`config.mk`:
```
export PLATFORM = sky130hd
export DESIGN_NAME = ipv4_source_rewrite_checksum_unit
export DESIGN_NICKNAME = d
export VERILOG_FILES = /design/src/hw/rtl/isrc_pkg.sv /design/src/hw/rtl/isrc_ram.sv /design/src/hw/rtl/isrc_front.sv /design/src/hw/rtl/isrc_queue.sv /design/src/hw/rtl/isrc_back.sv /design/src/hw/rtl/ipv4_source_rewrite_checksum_unit.sv
export SDC_FILE = /design/constraint.sdc
export NUM_CORES = 1
export LEC_CHECK = 0
export BUFFER_PORTS_ARGS = -buffer_cell sky130_fd_sc_hd__buf_2
export CAP_MARGIN = 40
export CORE_UTILIZATION = 60
export CTS_BUF_LIST = sky130_fd_sc_hd__clkbuf_4
export DETAILED_ROUTE_END_ITERATION = 10
export PLACE_DENSITY = 0.77
export RECOVER_POWER = 25
export SLEW_MARGIN = 20
export SYNTH_ARGS = -nofsm -noshare
export SYNTH_HDL_FRONTEND = slang
export SYNTH_SLANG_ARGS = --single-unit
```
`constraint.sdc`:
```
create_clock -name aclk -period 16.65 [get_ports aclk]
set_input_delay 3.33 -clock aclk [delete_from_list [all_inputs] [get_ports aclk]]
set_output_delay 3.33 -clock aclk [all_outputs]
set_load 0.02 [all_outputs]
```
`src/hw/rtl/isrc_pkg.sv`:
```
// Shared types, constants and helpers for the IPv4 source rewrite checksum unit.
package isrc_pkg;

    localparam int MAX_HEADER_WORDS = 30;
    localparam int HDR_AW           = $clog2(MAX_HEADER_WORDS);
    localparam int CNT_W            = $clog2(MAX_HEADER_WORDS + 1);
    localparam int SUM_W            = 21;
    localparam int QUEUE_DEPTH      = 4;
    localparam int QUEUE_AW         = $clog2(QUEUE_DEPTH);

    localparam logic [31:0]       SRC_ADDR_RESET = 32'hC0A8_0164;
    localparam logic [3:0]        MIN_IHL        = 4'd5;
    localparam logic [HDR_AW-1:0] CKSUM_IDX      = HDR_AW'(5);
    localparam logic [HDR_AW-1:0] SRC_HI_IDX     = HDR_AW'(6);
    localparam logic [HDR_AW-1:0] SRC_LO_IDX     = HDR_AW'(7);

    typedef enum logic [1:0] {
        FS_HEADER,
        FS_PAYLOAD,
        FS_REPLAY
    } front_state_t;

    typedef enum logic [1:0] {
        BS_IDLE,
        BS_READ,
        BS_EMIT
    } back_state_t;

    typedef enum logic {
        CMD_PASS,
        CMD_REPLAY
    } cmd_kind_t;

    // word: pass-through data, or the checksum for a header replay
    typedef struct packed {
        cmd_kind_t        kind;
        logic [15:0]      word;
        logic             eop;
        logic             odd;
        logic             bad;
        logic [CNT_W-1:0] count;
    } cmd_t;

    // Header word as it enters the checksum: checksum zeroed, source replaced.
    function automatic logic [15:0] rewrite_word(logic [HDR_AW-1:0] idx,
                                                 logic [15:0] w,
                                                 logic [31:0] addr);
        logic [15:0] r;
        r = w;
        if (idx == CKSUM_IDX) begin
            r = 16'h0000;
        end else if (idx == SRC_HI_IDX) begin
            r = addr[31:16];
        end else if (idx == SRC_LO_IDX) begin
            r = addr[15:0];
        end
        return r;
    endfunction

endpackage

```
`src/hw/rtl/isrc_ram.sv`:
```
// Generic single-write, single-read RAM with registered read data.
module isrc_ram #(
    parameter int WIDTH = 16,
    parameter int DEPTH = 32
) (
    input  logic                     aclk,
    input  logic                     we,
    input  logic [$clog2(DEPTH)-1:0] waddr,
    input  logic [WIDTH-1:0]         wdata,
    input  logic                     re,
    input  logic [$clog2(DEPTH)-1:0] raddr,
    output logic [WIDTH-1:0]         rdata
);

    logic [WIDTH-1:0] mem_reg [DEPTH];
    logic [WIDTH-1:0] rdata_reg;

    always_ff @(posedge aclk) begin
        if (we) begin
            mem_reg[waddr] <= wdata;
        end
        if (re) begin
            rdata_reg <= mem_reg[raddr];
        end
    end

    assign rdata = rdata_reg;

endmodule

```
`src/hw/rtl/isrc_front.sv`:
```
// Front end: accepts words, buffers the header, sums it and issues commands.
module isrc_front (
    input  logic                      aclk,
    input  logic                      aresetn,
    input  logic                      s_tvalid,
    output logic                      s_tready,
    input  logic [15:0]               s_tdata,
    input  logic                      s_tlast,
    input  logic                      s_tuser,
    input  logic [31:0]               src_addr,
    input  logic                      q_full,
    output logic                      q_push,
    output isrc_pkg::cmd_t            q_cmd,
    output logic                      ram_we,
    output logic [isrc_pkg::HDR_AW-1:0] ram_waddr,
    output logic [15:0]               ram_wdata,
    input  logic                      replay_done
);
    import isrc_pkg::*;

    front_state_t     state_reg, state_next;
    logic [HDR_AW-1:0] pos_reg, pos_next;
    logic [CNT_W-1:0] hcount_reg, hcount_next;
    logic [SUM_W-1:0] sum_reg, sum_next;
    logic             bad_reg, bad_next;
    logic             resume_reg, resume_next;

    logic             accept;
    logic             odd;
    logic [3:0]       ihl;
    logic             ihl_bad;
    logic [CNT_W-1:0] hc;
    logic [CNT_W-1:0] pos_p1;
    logic [SUM_W-1:0] sum_base;
    logic [SUM_W-1:0] sum_new;
    logic [16:0]      fold1;
    logic [15:0]      fold2;
    logic [15:0]      cksum;
    logic             hdr_short;
    logic             hdr_done;

    assign s_tready = (state_reg != FS_REPLAY) && !q_full;
    assign accept   = s_tvalid && s_tready;
    assign odd      = s_tlast && s_tuser;
    assign ihl      = s_tdata[11:8];
    assign ihl_bad  = (ihl < MIN_IHL) || ({1'b0, ihl, 1'b0} > 6'(MAX_HEADER_WORDS));
    assign hc       = (pos_reg == '0) ? CNT_W'({ihl, 1'b0}) : hcount_reg;
    assign pos_p1   = CNT_W'(pos_reg) + CNT_W'(1);
    assign sum_base = (pos_reg == '0) ? '0 : sum_reg;
    assign sum_new  = sum_base + SUM_W'(rewrite_word(pos_reg, s_tdata, src_addr));
    assign fold1    = 17'(sum_new[SUM_W-1:16]) + 17'(sum_new[15:0]);
    assign fold2    = fold1[15:0] + 16'(fold1[16]);
    assign cksum    = ~fold2;
    assign hdr_short = s_tlast && ((pos_p1 < hc) || odd);
    assign hdr_done  = (pos_p1 == hc);

    always_ff @(posedge aclk) begin
        if (!aresetn) begin
            state_reg  <= FS_HEADER;
            pos_reg    <= '0;
            hcount_reg <= '0;
            sum_reg    <= '0;
            bad_reg    <= 1'b0;
            resume_reg <= 1'b0;
        end else begin
            state_reg  <= state_next;
            pos_reg    <= pos_next;
            hcount_reg <= hcount_next;
            sum_reg    <= sum_next;
            bad_reg    <= bad_next;
            resume_reg <= resume_next;
        end
    end

    always_comb begin
        state_next  = state_reg;
        pos_next    = pos_reg;
        hcount_next = hcount_reg;
        sum_next    = sum_reg;
        bad_next    = bad_reg;
        resume_next = resume_reg;
        q_push      = 1'b0;
        q_cmd       = '0;
        ram_we      = 1'b0;
        ram_waddr   = pos_reg;
        ram_wdata   = s_tdata;

        case (state_reg)
            FS_HEADER: begin
                if (accept) begin
                    if ((pos_reg == '0) && ihl_bad) begin
                        q_push     = 1'b1;
                        q_cmd.kind = CMD_PASS;
                        q_cmd.word = s_tdata;
                        q_cmd.eop  = s_tlast;
                        q_cmd.odd  = odd;
                        q_cmd.bad  = 1'b1;
                        if (!s_tlast) begin
                            state_next = FS_PAYLOAD;
                            bad_next   = 1'b1;
                        end
                    end else begin
                        ram_we      = 1'b1;
                        sum_next    = sum_new;
                        hcount_next = hc;
                        if (hdr_short) begin
                            q_push      = 1'b1;
                            q_cmd.kind  = CMD_REPLAY;
                            q_cmd.eop   = 1'b1;
                            q_cmd.odd   = odd;
                            q_cmd.bad   = 1'b1;
                            q_cmd.count = pos_p1;
                            state_next  = FS_REPLAY;
                            resume_next = 1'b0;
                            pos_next    = '0;
                        end else if (hdr_done) begin
                            q_push      = 1'b1;
                            q_cmd.kind  = CMD_REPLAY;
                            q_cmd.word  = cksum;
                            q_cmd.eop   = s_tlast;
                            q_cmd.odd   = 1'b0;
                            q_cmd.bad   = 1'b0;
                            q_cmd.count = hc;
                            state_next  = FS_REPLAY;
                            resume_next = !s_tlast;
                            bad_next    = 1'b0;
                            pos_next    = '0;
                        end else begin
                            pos_next = pos_reg + HDR_AW'(1);
                        end
                    end
                end
            end
            FS_PAYLOAD: begin
                if (accept) begin
                    q_push     = 1'b1;
                    q_cmd.kind = CMD_PASS;
                    q_cmd.word = s_tdata;
                    q_cmd.eop  = s_tlast;
                    q_cmd.odd  = odd;
                    q_cmd.bad  = bad_reg;
                    if (s_tlast) begin
                        state_next = FS_HEADER;
                    end
                end
            end
            FS_REPLAY: begin
                if (replay_done) begin
                    state_next = resume_reg ? FS_PAYLOAD : FS_HEADER;
                end
            end
            default: begin
                state_next = FS_HEADER;
            end
        endcase
    end

endmodule

```
`src/hw/rtl/isrc_queue.sv`:
```
// Small command queue between the front and back ends.
module isrc_queue (
    input  logic           aclk,
    input  logic           aresetn,
    input  logic           push,
    input  isrc_pkg::cmd_t push_cmd,
    output logic           full,
    input  logic           pop,
    output isrc_pkg::cmd_t head_cmd,
    output logic           empty
);
    import isrc_pkg::*;

    cmd_t                entry_reg [QUEUE_DEPTH];
    logic [QUEUE_AW-1:0] wr_ptr_reg, wr_ptr_next;
    logic [QUEUE_AW-1:0] rd_ptr_reg, rd_ptr_next;
    logic [QUEUE_AW:0]   count_reg, count_next;

    assign full     = (count_reg == (QUEUE_AW+1)'(QUEUE_DEPTH));
    assign empty    = (count_reg == '0);
    assign head_cmd = entry_reg[rd_ptr_reg];

    always_comb begin
        wr_ptr_next = push ? wr_ptr_reg + QUEUE_AW'(1) : wr_ptr_reg;
        rd_ptr_next = pop ? rd_ptr_reg + QUEUE_AW'(1) : rd_ptr_reg;
        count_next  = count_reg;
        if (push && !pop) begin
            count_next = count_reg + (QUEUE_AW+1)'(1);
        end else if (pop && !push) begin
            count_next = count_reg - (QUEUE_AW+1)'(1);
        end
    end

    always_ff @(posedge aclk) begin
        if (!aresetn) begin
            wr_ptr_reg <= '0;
            rd_ptr_reg <= '0;
            count_reg  <= '0;
        end else begin
            wr_ptr_reg <= wr_ptr_next;
            rd_ptr_reg <= rd_ptr_next;
            count_reg  <= count_next;
        end
    end

    always_ff @(posedge aclk) begin
        if (push) begin
            entry_reg[wr_ptr_reg] <= push_cmd;
        end
    end

endmodule

```
`src/hw/rtl/isrc_back.sv`:
```
// Back end: passes words through and replays buffered headers, with the checksum unless flagged bad.
module isrc_back (
    input  logic                        aclk,
    input  logic                        aresetn,
    input  logic                        q_empty,
    input  isrc_pkg::cmd_t              q_head,
    output logic                        q_pop,
    output logic                        ram_re,
    output logic [isrc_pkg::HDR_AW-1:0] ram_raddr,
    input  logic [15:0]                 ram_rdata,
    input  logic [31:0]                 src_addr,
    output logic                        replay_done,
    output logic                        m_tvalid,
    input  logic                        m_tready,
    output logic [15:0]                 m_tdata,
    output logic                        m_tlast,
    output logic [1:0]                  m_tuser
);
    import isrc_pkg::*;

    back_state_t       state_reg, state_next;
    logic [HDR_AW-1:0] idx_reg, idx_next;
    cmd_t              cmd_reg, cmd_next;
    logic              m_tvalid_reg, m_tvalid_next;
    logic [15:0]       m_tdata_reg, m_tdata_next;
    logic              m_tlast_reg, m_tlast_next;
    logic [1:0]        m_tuser_reg, m_tuser_next;

    logic              out_free;
    logic              fin;
    logic              rp_last;
    logic [15:0]       rp_word;

    assign out_free = !m_tvalid_reg || m_tready;
    assign fin      = ((CNT_W'(idx_reg) + CNT_W'(1)) == cmd_reg.count);
    assign rp_last  = fin && cmd_reg.eop;
    assign rp_word  = cmd_reg.bad ? ram_rdata :
                      (idx_reg == CKSUM_IDX) ? cmd_reg.word :
                      rewrite_word(idx_reg, ram_rdata, src_addr);

    always_ff @(posedge aclk) begin
        if (!aresetn) begin
            state_reg    <= BS_IDLE;
            idx_reg      <= '0;
            m_tvalid_reg <= 1'b0;
        end else begin
            state_reg    <= state_next;
            idx_reg      <= idx_next;
            m_tvalid_reg <= m_tvalid_next;
        end
    end

    always_ff @(posedge aclk) begin
        cmd_reg     <= cmd_next;
        m_tdata_reg <= m_tdata_next;
        m_tlast_reg <= m_tlast_next;
        m_tuser_reg <= m_tuser_next;
    end

    always_comb begin
        state_next    = state_reg;
        idx_next      = idx_reg;
        cmd_next      = cmd_reg;
        m_tvalid_next = m_tvalid_reg && !m_tready;
        m_tdata_next  = m_tdata_reg;
        m_tlast_next  = m_tlast_reg;
        m_tuser_next  = m_tuser_reg;
        q_pop         = 1'b0;
        ram_re        = 1'b0;
        ram_raddr     = idx_reg;
        replay_done   = 1'b0;

        case (state_reg)
            BS_IDLE: begin
                if (!q_empty) begin
                    if (q_head.kind == CMD_PASS) begin
                        if (out_free) begin
                            q_pop         = 1'b1;
                            m_tvalid_next = 1'b1;
                            m_tdata_next  = q_head.word;
                            m_tlast_next  = q_head.eop;
                            m_tuser_next  = {q_head.bad, q_head.eop && q_head.odd};
                        end
                    end else begin
                        q_pop      = 1'b1;
                        cmd_next   = q_head;
                        idx_next   = '0;
                        state_next = BS_READ;
                    end
                end
            end
            BS_READ: begin
                ram_re     = 1'b1;
                state_next = BS_EMIT;
            end
            BS_EMIT: begin
                if (out_free) begin
                    m_tvalid_next = 1'b1;
                    m_tdata_next  = rp_word;
                    m_tlast_next  = rp_last;
                    m_tuser_next  = {cmd_reg.bad, rp_last && cmd_reg.odd};
                    if (fin) begin
                        replay_done = 1'b1;
                        state_next  = BS_IDLE;
                    end else begin
                        idx_next   = idx_reg + HDR_AW'(1);
                        state_next = BS_READ;
                    end
                end
            end
            default: begin
                state_next = BS_IDLE;
            end
        endcase
    end

    assign m_tvalid = m_tvalid_reg;
    assign m_tdata  = m_tdata_reg;
    assign m_tlast  = m_tlast_reg;
    assign m_tuser  = m_tuser_reg;

endmodule

```
`src/hw/rtl/ipv4_source_rewrite_checksum_unit.sv`:
```
// Top level: IPv4 source address rewrite with header checksum regeneration.
// Payload words pass through the command queue and the output register, one
// word per cycle while the output is not stalled. Header words are taken one per
// cycle while the queue has room; the header is then replayed word by word from
// the buffer RAM (read then emit), input held meanwhile.
// Reset clears all control state and loads source address 192.168.1.100;
// the header buffer is not cleared.
module ipv4_source_rewrite_checksum_unit (
    input  logic        aclk,
    input  logic        aresetn,
    input  logic        s_tvalid,
    output logic        s_tready,
    input  logic [15:0] s_tdata,   // [15:0] data_word
    input  logic        s_tlast,
    input  logic        s_tuser,   // [0] last_is_odd_byte
    output logic        m_tvalid,
    input  logic        m_tready,
    output logic [15:0] m_tdata,   // [15:0] out_word
    output logic        m_tlast,
    output logic [1:0]  m_tuser,   // [0] out_odd_byte, [1] header_invalid
    input  logic        cfg_valid,
    output logic        cfg_ready,
    input  logic [31:0] cfg_data
);
    import isrc_pkg::*;

    logic [31:0]       src_addr_reg;
    logic              q_push;
    cmd_t              q_cmd;
    logic              q_full;
    logic              q_pop;
    cmd_t              q_head;
    logic              q_empty;
    logic              ram_we;
    logic [HDR_AW-1:0] ram_waddr;
    logic [15:0]       ram_wdata;
    logic              ram_re;
    logic [HDR_AW-1:0] ram_raddr;
    logic [15:0]       ram_rdata;
    logic              replay_done;

    assign cfg_ready = 1'b1;

    always_ff @(posedge aclk) begin
        if (!aresetn) begin
            src_addr_reg <= SRC_ADDR_RESET;
        end else if (cfg_valid && cfg_ready) begin
            src_addr_reg <= cfg_data;
        end
    end

    isrc_front u_front (
        .aclk        (aclk),
        .aresetn     (aresetn),
        .s_tvalid    (s_tvalid),
        .s_tready    (s_tready),
        .s_tdata     (s_tdata),
        .s_tlast     (s_tlast),
        .s_tuser     (s_tuser),
        .src_addr    (src_addr_reg),
        .q_full      (q_full),
        .q_push      (q_push),
        .q_cmd       (q_cmd),
        .ram_we      (ram_we),
        .ram_waddr   (ram_waddr),
        .ram_wdata   (ram_wdata),
        .replay_done (replay_done)
    );

    isrc_queue u_queue (
        .aclk     (aclk),
        .aresetn  (aresetn),
        .push     (q_push),
        .push_cmd (q_cmd),
        .full     (q_full),
        .pop      (q_pop),
        .head_cmd (q_head),
        .empty    (q_empty)
    );

    isrc_ram #(
        .WIDTH (16),
        .DEPTH (MAX_HEADER_WORDS)
    ) u_hdr_ram (
        .aclk  (aclk),
        .we    (ram_we),
        .waddr (ram_waddr),
        .wdata (ram_wdata),
        .re    (ram_re),
        .raddr (ram_raddr),
        .rdata (ram_rdata)
    );

    isrc_back u_back (
        .aclk        (aclk),
        .aresetn     (aresetn),
        .q_empty     (q_empty),
        .q_head      (q_head),
        .q_pop       (q_pop),
        .ram_re      (ram_re),
        .ram_raddr   (ram_raddr),
        .ram_rdata   (ram_rdata),
        .src_addr    (src_addr_reg),
        .replay_done (replay_done),
        .m_tvalid    (m_tvalid),
        .m_tready    (m_tready),
        .m_tdata     (m_tdata),
        .m_tlast     (m_tlast),
        .m_tuser     (m_tuser)
    );

endmodule

```
# Word level (Yosys, flattened, before mapping)
# Memory sizes are Yosys's and may differ from the RTL's. A register that Yosys moved wholly into a read port is not among the register bits.
# Cells that the tools add are included.
# word_totals
reg_bits	125
latch_bits	0
wordCells	191
mem_bits_ro	0
out_inout_bits	22
ramBits	580
input_bits	55
mem_count	2
# op_classes
addsub	9
n_reduce_logical	35
n_div	0
n_shift	0
n_lt_le_gt_ge	2
mux	91
n_bitwise	3
multipliers	0
n_eq_ne	28
# memory_table
name	depth	width	read_ports	rd_ports_with_merged_regs	write_ports	line	text
u_hdr_ram.mem_reg	30	16	1	1	1	isrc_ram.sv:15	logic [WIDTH-1:0] mem_reg [DEPTH];
u_queue.entry_reg	4	25	1	1	1	isrc_queue.sv:14	cmd_t entry_reg [QUEUE_DEPTH];
# ops
operator	n
2-to-1 mux 16 bit	12
2-to-1 mux 25 bit	2
2-to-1 mux 5 bit	9
one-hot mux 20 bit (2 select lines)	1
2-to-1 mux 1 bit	36
2-to-1 mux 2 bit	17
one-hot mux 16 bit (2 select lines)	1
equality test 5 x 3 -> 1 bit (second input constant)	6
adder 21 x 16 -> 21 bit	1
2-to-1 mux 21 bit	1
2-to-1 mux 20 bit	1
2-to-1 mux 19 bit	1
adder 5 x 16 -> 17 bit	1
adder 16 x 1 -> 16 bit	1
inequality test 2 bit (second input constant)	8
NOT 16 bit	1
AND reduction 5 bit	3
one-hot mux 2 bit (3 select lines)	2
logical AND 1 bit	11
adder 5 x 1 -> 5 bit (second input constant)	2
equality test 5 bit	2
inequality test 2 x 1 -> 1 bit (second input constant)	5
one-hot mux 5 bit (2 select lines)	1
AND reduction 3 bit	3
other kinds (23)	40

# Logic depth before layout (Yosys ltp)
# Gate-level depths: netlist of the first run.
# logic_depth
ltp_word	13
ltp_mapped	35
ltp_nobuf	33

# By module
# A second synthesis of the first run with hierarchy kept.
# unflattened
cells_unflattened	2116
area_unflattened_um2	32083.3
# modules_own_cells
module	n_inst	area_each_um2	cells_each	seq_area_each_um2
isrc_ram	1	19293.5	941	14894.3
isrc_front	1	4648.2	641	700.7
isrc_queue	1	4096.4	174	3183.1
isrc_back	1	2812.7	255	1451.4
ipv4_source_rewrite_checksum_unit	1	1232.4	105	640.6

# Worst setup path after synthesis of the first run
# OpenSTA, ideal clock, no wires.
# synth_path
kind	input to register
from	in s_tdata[1]
to	mem u_queue.entry_reg[0][21] in the netlist's numbering (data pin)
arrival_time_ps	9323
required_ps	16372
cell_stages	30
setup_slack_ps	7049
path_cell_list	mux2i_1 > a211oi_1 > ha_1 > a211oi_1 > o211ai_1 > a31oi_1 > o21ai_1 > a21bo_2 > a21oi_1 > nand2b_1 > xor2_1 > or2_2 > fa_1 > nor2b_1 > o21a_1 > nor2_1 > nor3_1 > nor4_4 > nor2_2 > nand2_1 > nor3_1 > ha_1 > nand3_1 > nor4b_1 > nand3_1 > nor2b_1 > mux2i_1 > a2111oi_2 > nor3b_1 > or3b_1
# synth_rtl
item	line	text
start: declaration	ipv4_source_rewrite_checksum_unit.sv:13	input logic [15:0] s_tdata,
end: declaration	isrc_queue.sv:14	

==> metrics.md, run 1 <==
| Metric | Value |
|---|---|
| Vias | `around 19000` |
| Row cnt | `82` |
| Worst EP arrival | `~12 ns` |
| Fmax | `89.5 MHz` |
| IO buf count | `75` |
| Placeable core region | `between 0.05 and 0.06 sq mm` |
| Routed WL | `around 80000 microns` |
| Place WS | `5.21 ns` |
| Syn_nets | `between 2000 and 2500` |
| DRC Markers | `0` |
| Antenna Nets Post-Route | `0` |
| Compound-gate portion of the synthesized area | `0.0521` |
| Synth cell types | `a little under 80` |
| GPL Wtd Cong | `0.920` |
| Layout Nets | `around 2200` |
| Post-Synth Adder-Cell Area | `0.0181` |
| RSZ-0062 raised after global routing | `false` |
| Clk_lat worst skew | `about 1.1 ns` |
| CP peak stage delay | `just over 1 ns` |
| First-pass GRT wire length | `roughly 120000 microns` |
| Endpoint type of the worst setup path | `flop` |
| Grt total ovfl | `0` |
| Ys flop type | `edfxtp_1` |
| Synthesized area per cell | `between 15 and 20 sq um` |
| Vias in the first global route | `18800` |
| Starting Density | `0.613` |
| DPL Wire Length | `a little under 50000 microns` |
| Worst Path Required | `roughly 17 ns` |
| Synth Register Bits | `approximately 720` |
| Critical path class | `input pin to flop` |
| RR Endpoint | `u_queue.entry_reg[2][21]` |
| Fill cells | `3369` |
| Seq/Total Area, Yosys | `0.673` |
| Final setup vio count | `0` |
| Final Max Tran Viols | `around 150` |
| Dpl cell area | `approximately 0.032 sq mm` |
| Max Cap Viol | `6` |
| Commonest non-fill, non-tap cell in the layout | `edfxtp_1` |
| Post-cts sizing count | `0` |
| Root cell of the clock tree | `clkbuf_4` |
| Hold buffer count at CTS | `0` |
| Cells after synthesis | `between 1500 and 2000` |
| Slowest-stage cell, CP | `clkbuf_1` |
| Share of layout cells above drive strength 1 | `0.290` |
| CP Launch Type | `input pin` |
| Finished Cell Area | `roughly 0.035 sq mm` |
| Mux contribution to synthesized area | `0.157` |
| Clock H-tree levels | `4` |
| Drt wl/cell | `between 20 and 30 microns` |
| Max VDD drop | `between 0.07 and 0.08 mV` |
| Post-synth ARST share | `0` |
| Fin worst setup slack | `5.48 ns` |
| TritonCTS clock tree | `yes` |
| Mapped Area | `about 0.031 sq mm` |
| Max Clock Skew | `0.0588 ns` |
| Gr usage total | `0.308` |
| Final cell count without fillers | `a little under 3000` |
| Synth top area share | `0.619` |
| Post-synthesis xor/xnor area fraction | `0.0155` |
| Yosys warnings | `0` |
| Worst-path clk slew | `~0.060 ns` |
| DIE WIDTH | `229 microns` |
| Largest family of logic cells by synthesized area | `multiplexers` |
| Vias per cell | `between 6 and 7` |
| EDFF count, synth | `639` |
| Dominant cells by area after synthesis | `edfxtp_1 (62%), mux4_2 (12%), dfxtp_1 (5.4%)` |
| Cts bufs inserted | `~170` |
| Outcome | `finished with violations` |
| Max FO, Critical Path | `32` |
| # IOs | `77` |
| Initial DRC Count | `2052` |
| CP Buf/Inv Count | `1` |
| Slew at the pin closest to its max-slew limit | `between 2 and 2.5 ns` |
| Number of flip-flops in the largest register | `480` |
| Crit path time final | `~11 ns` |
| Initial antenna violation count | `3` |
| Drt first pass iters | `5` |
| Overall power | `about 0.0043 W` |
| Fin crit share | `0.671` |
| Flop-to-flop setup slack | `between 7 and 8 ns` |
| Hold depth | `2` |
| Failing checks | `capacitance limit, slew limit` |
| Maximum clock path buffer count | `3` |
| Largest net degree at the start of global routing | `57` |
| Slew HR | `-0.552` |
| Hold_sp | `u_front.sum_reg[12]` |
| Reg2Reg Depth | `33` |
| Die area | `0.0526 sq mm` |
| PD cells | `around 120 mW/mm^2` |
| Simple-gate share of the synthesized area | `0.0682` |
| CTS Sinks | `approximately 720` |
| Leakage | `11.6 nW` |
| Die Height | `229 microns` |
| Placed Cells | `between 2000 and 3000` |
| Final TNS setup | `0 ns` |
| Post-CTS setup repair buffer count | `0` |
| HP Class | `flop to flop` |
| Hold violation count in the final report | `0` |
| RR Startpoint | `u_front.ram_waddr[2]` |
| Hold Path End | `u_front.sum_reg[12]` |
| Top delay family on crit path | `simple AND/OR/NAND/NOR gates` |
| Synthesis-to-layout area growth | `11.9%` |
| Synth area leader | `edfxtp_1` |
| Commonest non-fill, non-tap cells in the layout | `edfxtp_1 (639), clkbuf_4 (264), mux4_2 (165), nor2_1 (163), nand2_1 (107)` |
[synth_stat cells (4+ instances only)]
| library cell | instances |
|---|---|
| a211oi_1 | 44 |
| a21o_1 | 5 |
| a21oi_1 | 84 |
| a31oi_1 | 8 |
| and2_1 | 15 |
| and3_1 | 11 |
| buf_1 | 21 |
| buf_2 | 5 |
| clkbuf_1 | 80 |
| dfxtp_1 | 84 |
| edfxtp_1 | 639 |
| ha_1 | 40 |
| inv_1 | 20 |
| mux2_2 | 29 |
| mux2i_1 | 83 |
| mux4_2 | 165 |
| nand2_1 | 107 |
| nand2b_1 | 9 |
| nand3_1 | 26 |
| nand3b_1 | 5 |
| nand4_1 | 6 |
| nor2_1 | 175 |
| nor2b_1 | 27 |
| nor3_1 | 16 |
| nor4_1 | 4 |
| o2111ai_1 | 4 |
| o211ai_1 | 6 |
| o21a_1 | 6 |
| o21ai_0 | 45 |
| o21ai_1 | 6 |
| o221ai_1 | 4 |
| or2_2 | 6 |
| or3_1 | 9 |
| xnor2_1 | 33 |
| xor2_1 | 20 |
[worst max-delay path by stage]
stage	depth (start not counted)	slack, ns	from	endpoint
after floorplan	30	7.05	s_tdata[1]	u_queue.entry_reg[0][21]
after global placement	31	5.53	s_tdata[4]	u_queue.entry_reg[0][21]
after detailed placement	31	5.21	s_tdata[4]	u_queue.entry_reg[0][21]
after CTS	31	6.28	s_tdata[4]	u_queue.entry_reg[2][21]
after global routing	31	4.89	s_tdata[4]	u_queue.entry_reg[2][21]
final	31	5.48	s_tdata[4]	u_queue.entry_reg[2][21]
[metrics by stage]
step	hold WS [ns]	utilization
floorplan	0.405	-
global placement	0.433	0.639
detailed placement	0.440	0.641
CTS	0.449	0.686
global route	0.473	0.686
finish	0.449	0.686
[metal layers]
metal,routed length [microns],global-route usage,part of all wire
met2,37500,0.481,0.48
met4,3070,0.148,0.039
met1,30900,0.407,0.39
met3,7110,0.0774,0.090
met5,0,0,0
[report_power, final]
part           internal, W  leakage [nW]  switching, W
sequential         0.00213          6.49     0.0000595
combinational     0.000237          3.74      0.000418
clock             0.000770          1.34      0.000699
total              0.00314          11.6       0.00118
[cells by family after synthesis]
logic type                 after synthesis
other                                    1
muxes                                  277
and+or+nand+nor                        441
DFF                                    723
adders and majority gates               43
AOI/OAI and AO/OA                      250
buffers and inverters                  130
xor gates and xnor gates                54
[cell type report]
class,count,area [sq um],area share
flip-flops and latches,723,20900,0.601
multi-input cells,1066,9690,0.279
clock buffers,264,1980,0.0571
repair buffers,141,943,0.0272
well taps,672,841,0.0242
clock inverters,45,288,0.00829
inverters,22,82.6,0.00238
diodes,4,10.0,0.000288
[worst min-delay path, delay by kind of cell, from the launching register on]
kind               cells  cell delay (ns)
AOI/OAI and AO/OA      1             0.05
and+or+nand+nor        1             0.05
DFF                    1             0.30
Power figures use the tool's default switching activity.
==> inputs of run 2 (changes only) <==
Clock period 16.65 ns to 11.35 ns, I/O delays scaled along.
==> metrics.md, run 2 (synthesis results as in run 1) <==
| Metric | Value |
|---|---|
| Outcome | `finished with violations` |
| Failing checks | `capacitance limit, slew limit` |
| CP Launch Type | `input pin` |
| Hold depth | `2 (unchanged)` |
| Flop pwr share | `0.514 (+0.007)` |
| CP peak stage delay | `1.04 ns (about the same)` |
| # IOs | `77 (unchanged)` |
| DPL Wire Length | `50200 microns (+3.3%)` |
| Comb pwr share | `0.156 (+0.004)` |
| Final Max Tran Viols | `169 (+10%)` |
| Slowest-stage cell, CP | `clkbuf_1` |
| Final Hold Slack | `0.430 ns (-0.0185 ns)` |
| Leakage | `11.5 nW (-0.26%)` |
| Worst EP arrival | `10.73 ns (-1.17 ns)` |
| Initial antenna violation count | `3 (unchanged)` |
| Slew HR | `-0.511 (+0.0414)` |
| Gr usage total | `0.311 (+0.00322)` |
| Die Height | `229 microns (unchanged)` |
| Endpoint type of the worst setup path | `flop` |
| DRC Markers | `0 (unchanged)` |
| IO buf count | `75 (unchanged)` |
| Post-CTS setup repair buffer count | `0 (unchanged)` |
| Number of flip-flops in the largest register | `480 (unchanged)` |
| DIE WIDTH | `229 microns (unchanged)` |
| Drt wl/cell | `26.8 microns (+0.15%)` |
| Max VDD drop | `0.101 mV (+35%)` |
| Hold buffer count at CTS | `0 (unchanged)` |
| Power share of the clock group | `0.330 (-0.011)` |
| Fin util | `0.686 (about the same)` |
| Max Cap Viol | `6 (unchanged)` |
| Die area | `0.0526 sq mm (unchanged)` |
| Reg2Reg Depth | `33 (unchanged)` |
| Slew at the pin closest to its max-slew limit | `2.27 ns (-0.0620 ns)` |
| HP Class | `flop to flop` |
| PD cells | `180 mW/mm^2 (+45%)` |
| Final setup vio count | `0 (unchanged)` |
| Largest net degree at the start of global routing | `49 (-14%)` |
| Clock H-tree levels | `4 (unchanged)` |
| Critical path class | `input pin to flop` |
| First-pass GRT wire length | `117000 microns (+0.34%)` |
| Commonest non-fill, non-tap cell in the layout | `edfxtp_1` |
| Fin crit share | `0.879` |
| Cts bufs inserted | `176 (+1.7%)` |
| Maximum clock path buffer count | `3 (unchanged)` |
| Vias per cell | `6.36 (+0.85%)` |
| Max Clock Skew | `0.0540 ns (-0.00482 ns)` |
| Final TNS setup | `0 ns (unchanged)` |
| Max FO, Critical Path | `32 (unchanged)` |
| RSZ-0062 raised after global routing | `false` |
| P_int | `0.00450 W (+44%)` |
| Root cell of the clock tree | `clkbuf_4` |
| Worst-path clk slew | `0.06 ns (about the same)` |
| Antenna Nets Post-Route | `0 (unchanged)` |
| Post-cts sizing count | `0 (unchanged)` |
| GPL Wtd Cong | `0.972 (+5.7%)` |
| Clk_lat worst skew | `1.06 ns (about the same)` |
| Hold violation count in the final report | `0 (unchanged)` |
| Placeable core region | `0.0506 sq mm (unchanged)` |
| Dpl cell area | `0.0325 sq mm (+0.24%)` |
| Grt total ovfl | `0 (unchanged)` |
| Starting Density | `0.613 (unchanged)` |
| Drt first pass iters | `6 (+1)` |
| Layout Nets | `2234 (+0.40%)` |
| Share of layout cells above drive strength 1 | `0.285 (-0.00486)` |
| Commonest non-fill, non-tap cells in the layout | `edfxtp_1 (639), clkbuf_4 (246), mux4_2 (165), nor2_1 (163), nand2_1 (107)` |
| Fmax | `100 MHz` |
| Vias | `18700 (+1.3%)` |
| TritonCTS clock tree | `yes` |
| Finished Cell Area | `0.0347 sq mm (about the same)` |
| Place WS | `0.962 ns (-4.25 ns)` |
| Worst Path Required | `12.11 ns (-5.27 ns)` |
| Routed WL | `79000 microns (+0.56%)` |
| CTS Sinks | `723 (unchanged)` |
| Switching share of total power | `0.279 (+0.00660)` |
| Fin worst setup slack | `1.38 ns (-4.10 ns)` |
| Switching power | `0.00175 W (+48%)` |
| Vias in the first global route | `18800 (-0.37%)` |
| Synthesis-to-layout area growth | `11.8% (about the same)` |
| Initial DRC Count | `1945 (-5.2%)` |
| Row cnt | `82 (unchanged)` |
| Crit path time final | `approximately 10 ns` |
## run 2: changes by cell type in the layout (fill, tap and decap cells not counted), sizes merged
cell,change
buf,+7
bufinv,-2
clkbuf,-19
clkinv,+19
diode,+5
inv,+2
## run 2: cell type report
class | instances | area, sq um
clock buffers | 246 | 1850
well taps | 672 | 841
clock inverters | 64 | 309
flip-flops and latches | 723 | 20900
multi-input cells | 1066 | 9700
repair buffers | 147 | 1000
inverters | 22 | 82.6
diodes | 9 | 22.5
fillers | 3325 | 15900
## run 2: worst max-delay path, delay by kind of cell
family	cells	cell delay, ns
compound gates	12	3.29
xor+xnor	2	0.23
fa+ha+maj	3	1.06
buf+inv	1	1.04
mux	1	0.18
simple gates	12	2.67
## run 2: path summary, 6_finish.rpt
| check | slack, ns | endpoint | start |
|---|---|---|---|
| worst min-delay path | 0.43 | u_front.hcount_reg[0] | u_front.hcount_reg[0] |
| worst max-delay path | 1.38 | u_queue.entry_reg[2][19] | s_tdata[2] |
| worst min register to register | 0.43 | u_front.hcount_reg[0] | u_front.hcount_reg[0] |
| worst max register to register | 1.96 | u_queue.entry_reg[2][19] | u_front.ram_waddr[0] |
## run 2: metrics by stage
stage	total power, W	instances
6_report	0.00625	2949
5_1_grt	0.00651	2947
4_1_cts	0.00627	2938
3_5_place_dp	0.00423	2628
3_3_place_gp	0.00419	2620
2_1_floorplan	0.00387	1919
## run 2: routing by layer
| layer | GRT usage | share of wire | vias to the layer above |
|---|---|---|---|
| li1 | - | - | 8102 |
| met1 | 0.420 | 0.39 | 9444 |
| met2 | 0.490 | 0.48 | 1037 |
| met3 | 0.0693 | 0.096 | 158 |
| met4 | 0.138 | 0.033 | 0 |
| met5 | 0 | 0 | - |
## run 2: power by group through the flow
stage / clock network [W] / registers [W] / logic [W]
final: 0.00206 / 0.00321 / 0.000972
after global routing: 0.00224 / 0.00323 / 0.00104
after CTS: 0.00210 / 0.00321 / 0.000966
after detailed placement: 0 / 0.00327 / 0.000963
after global placement: 0 / 0.00326 / 0.000926
after floorplan: 0 / 0.00327 / 0.000596
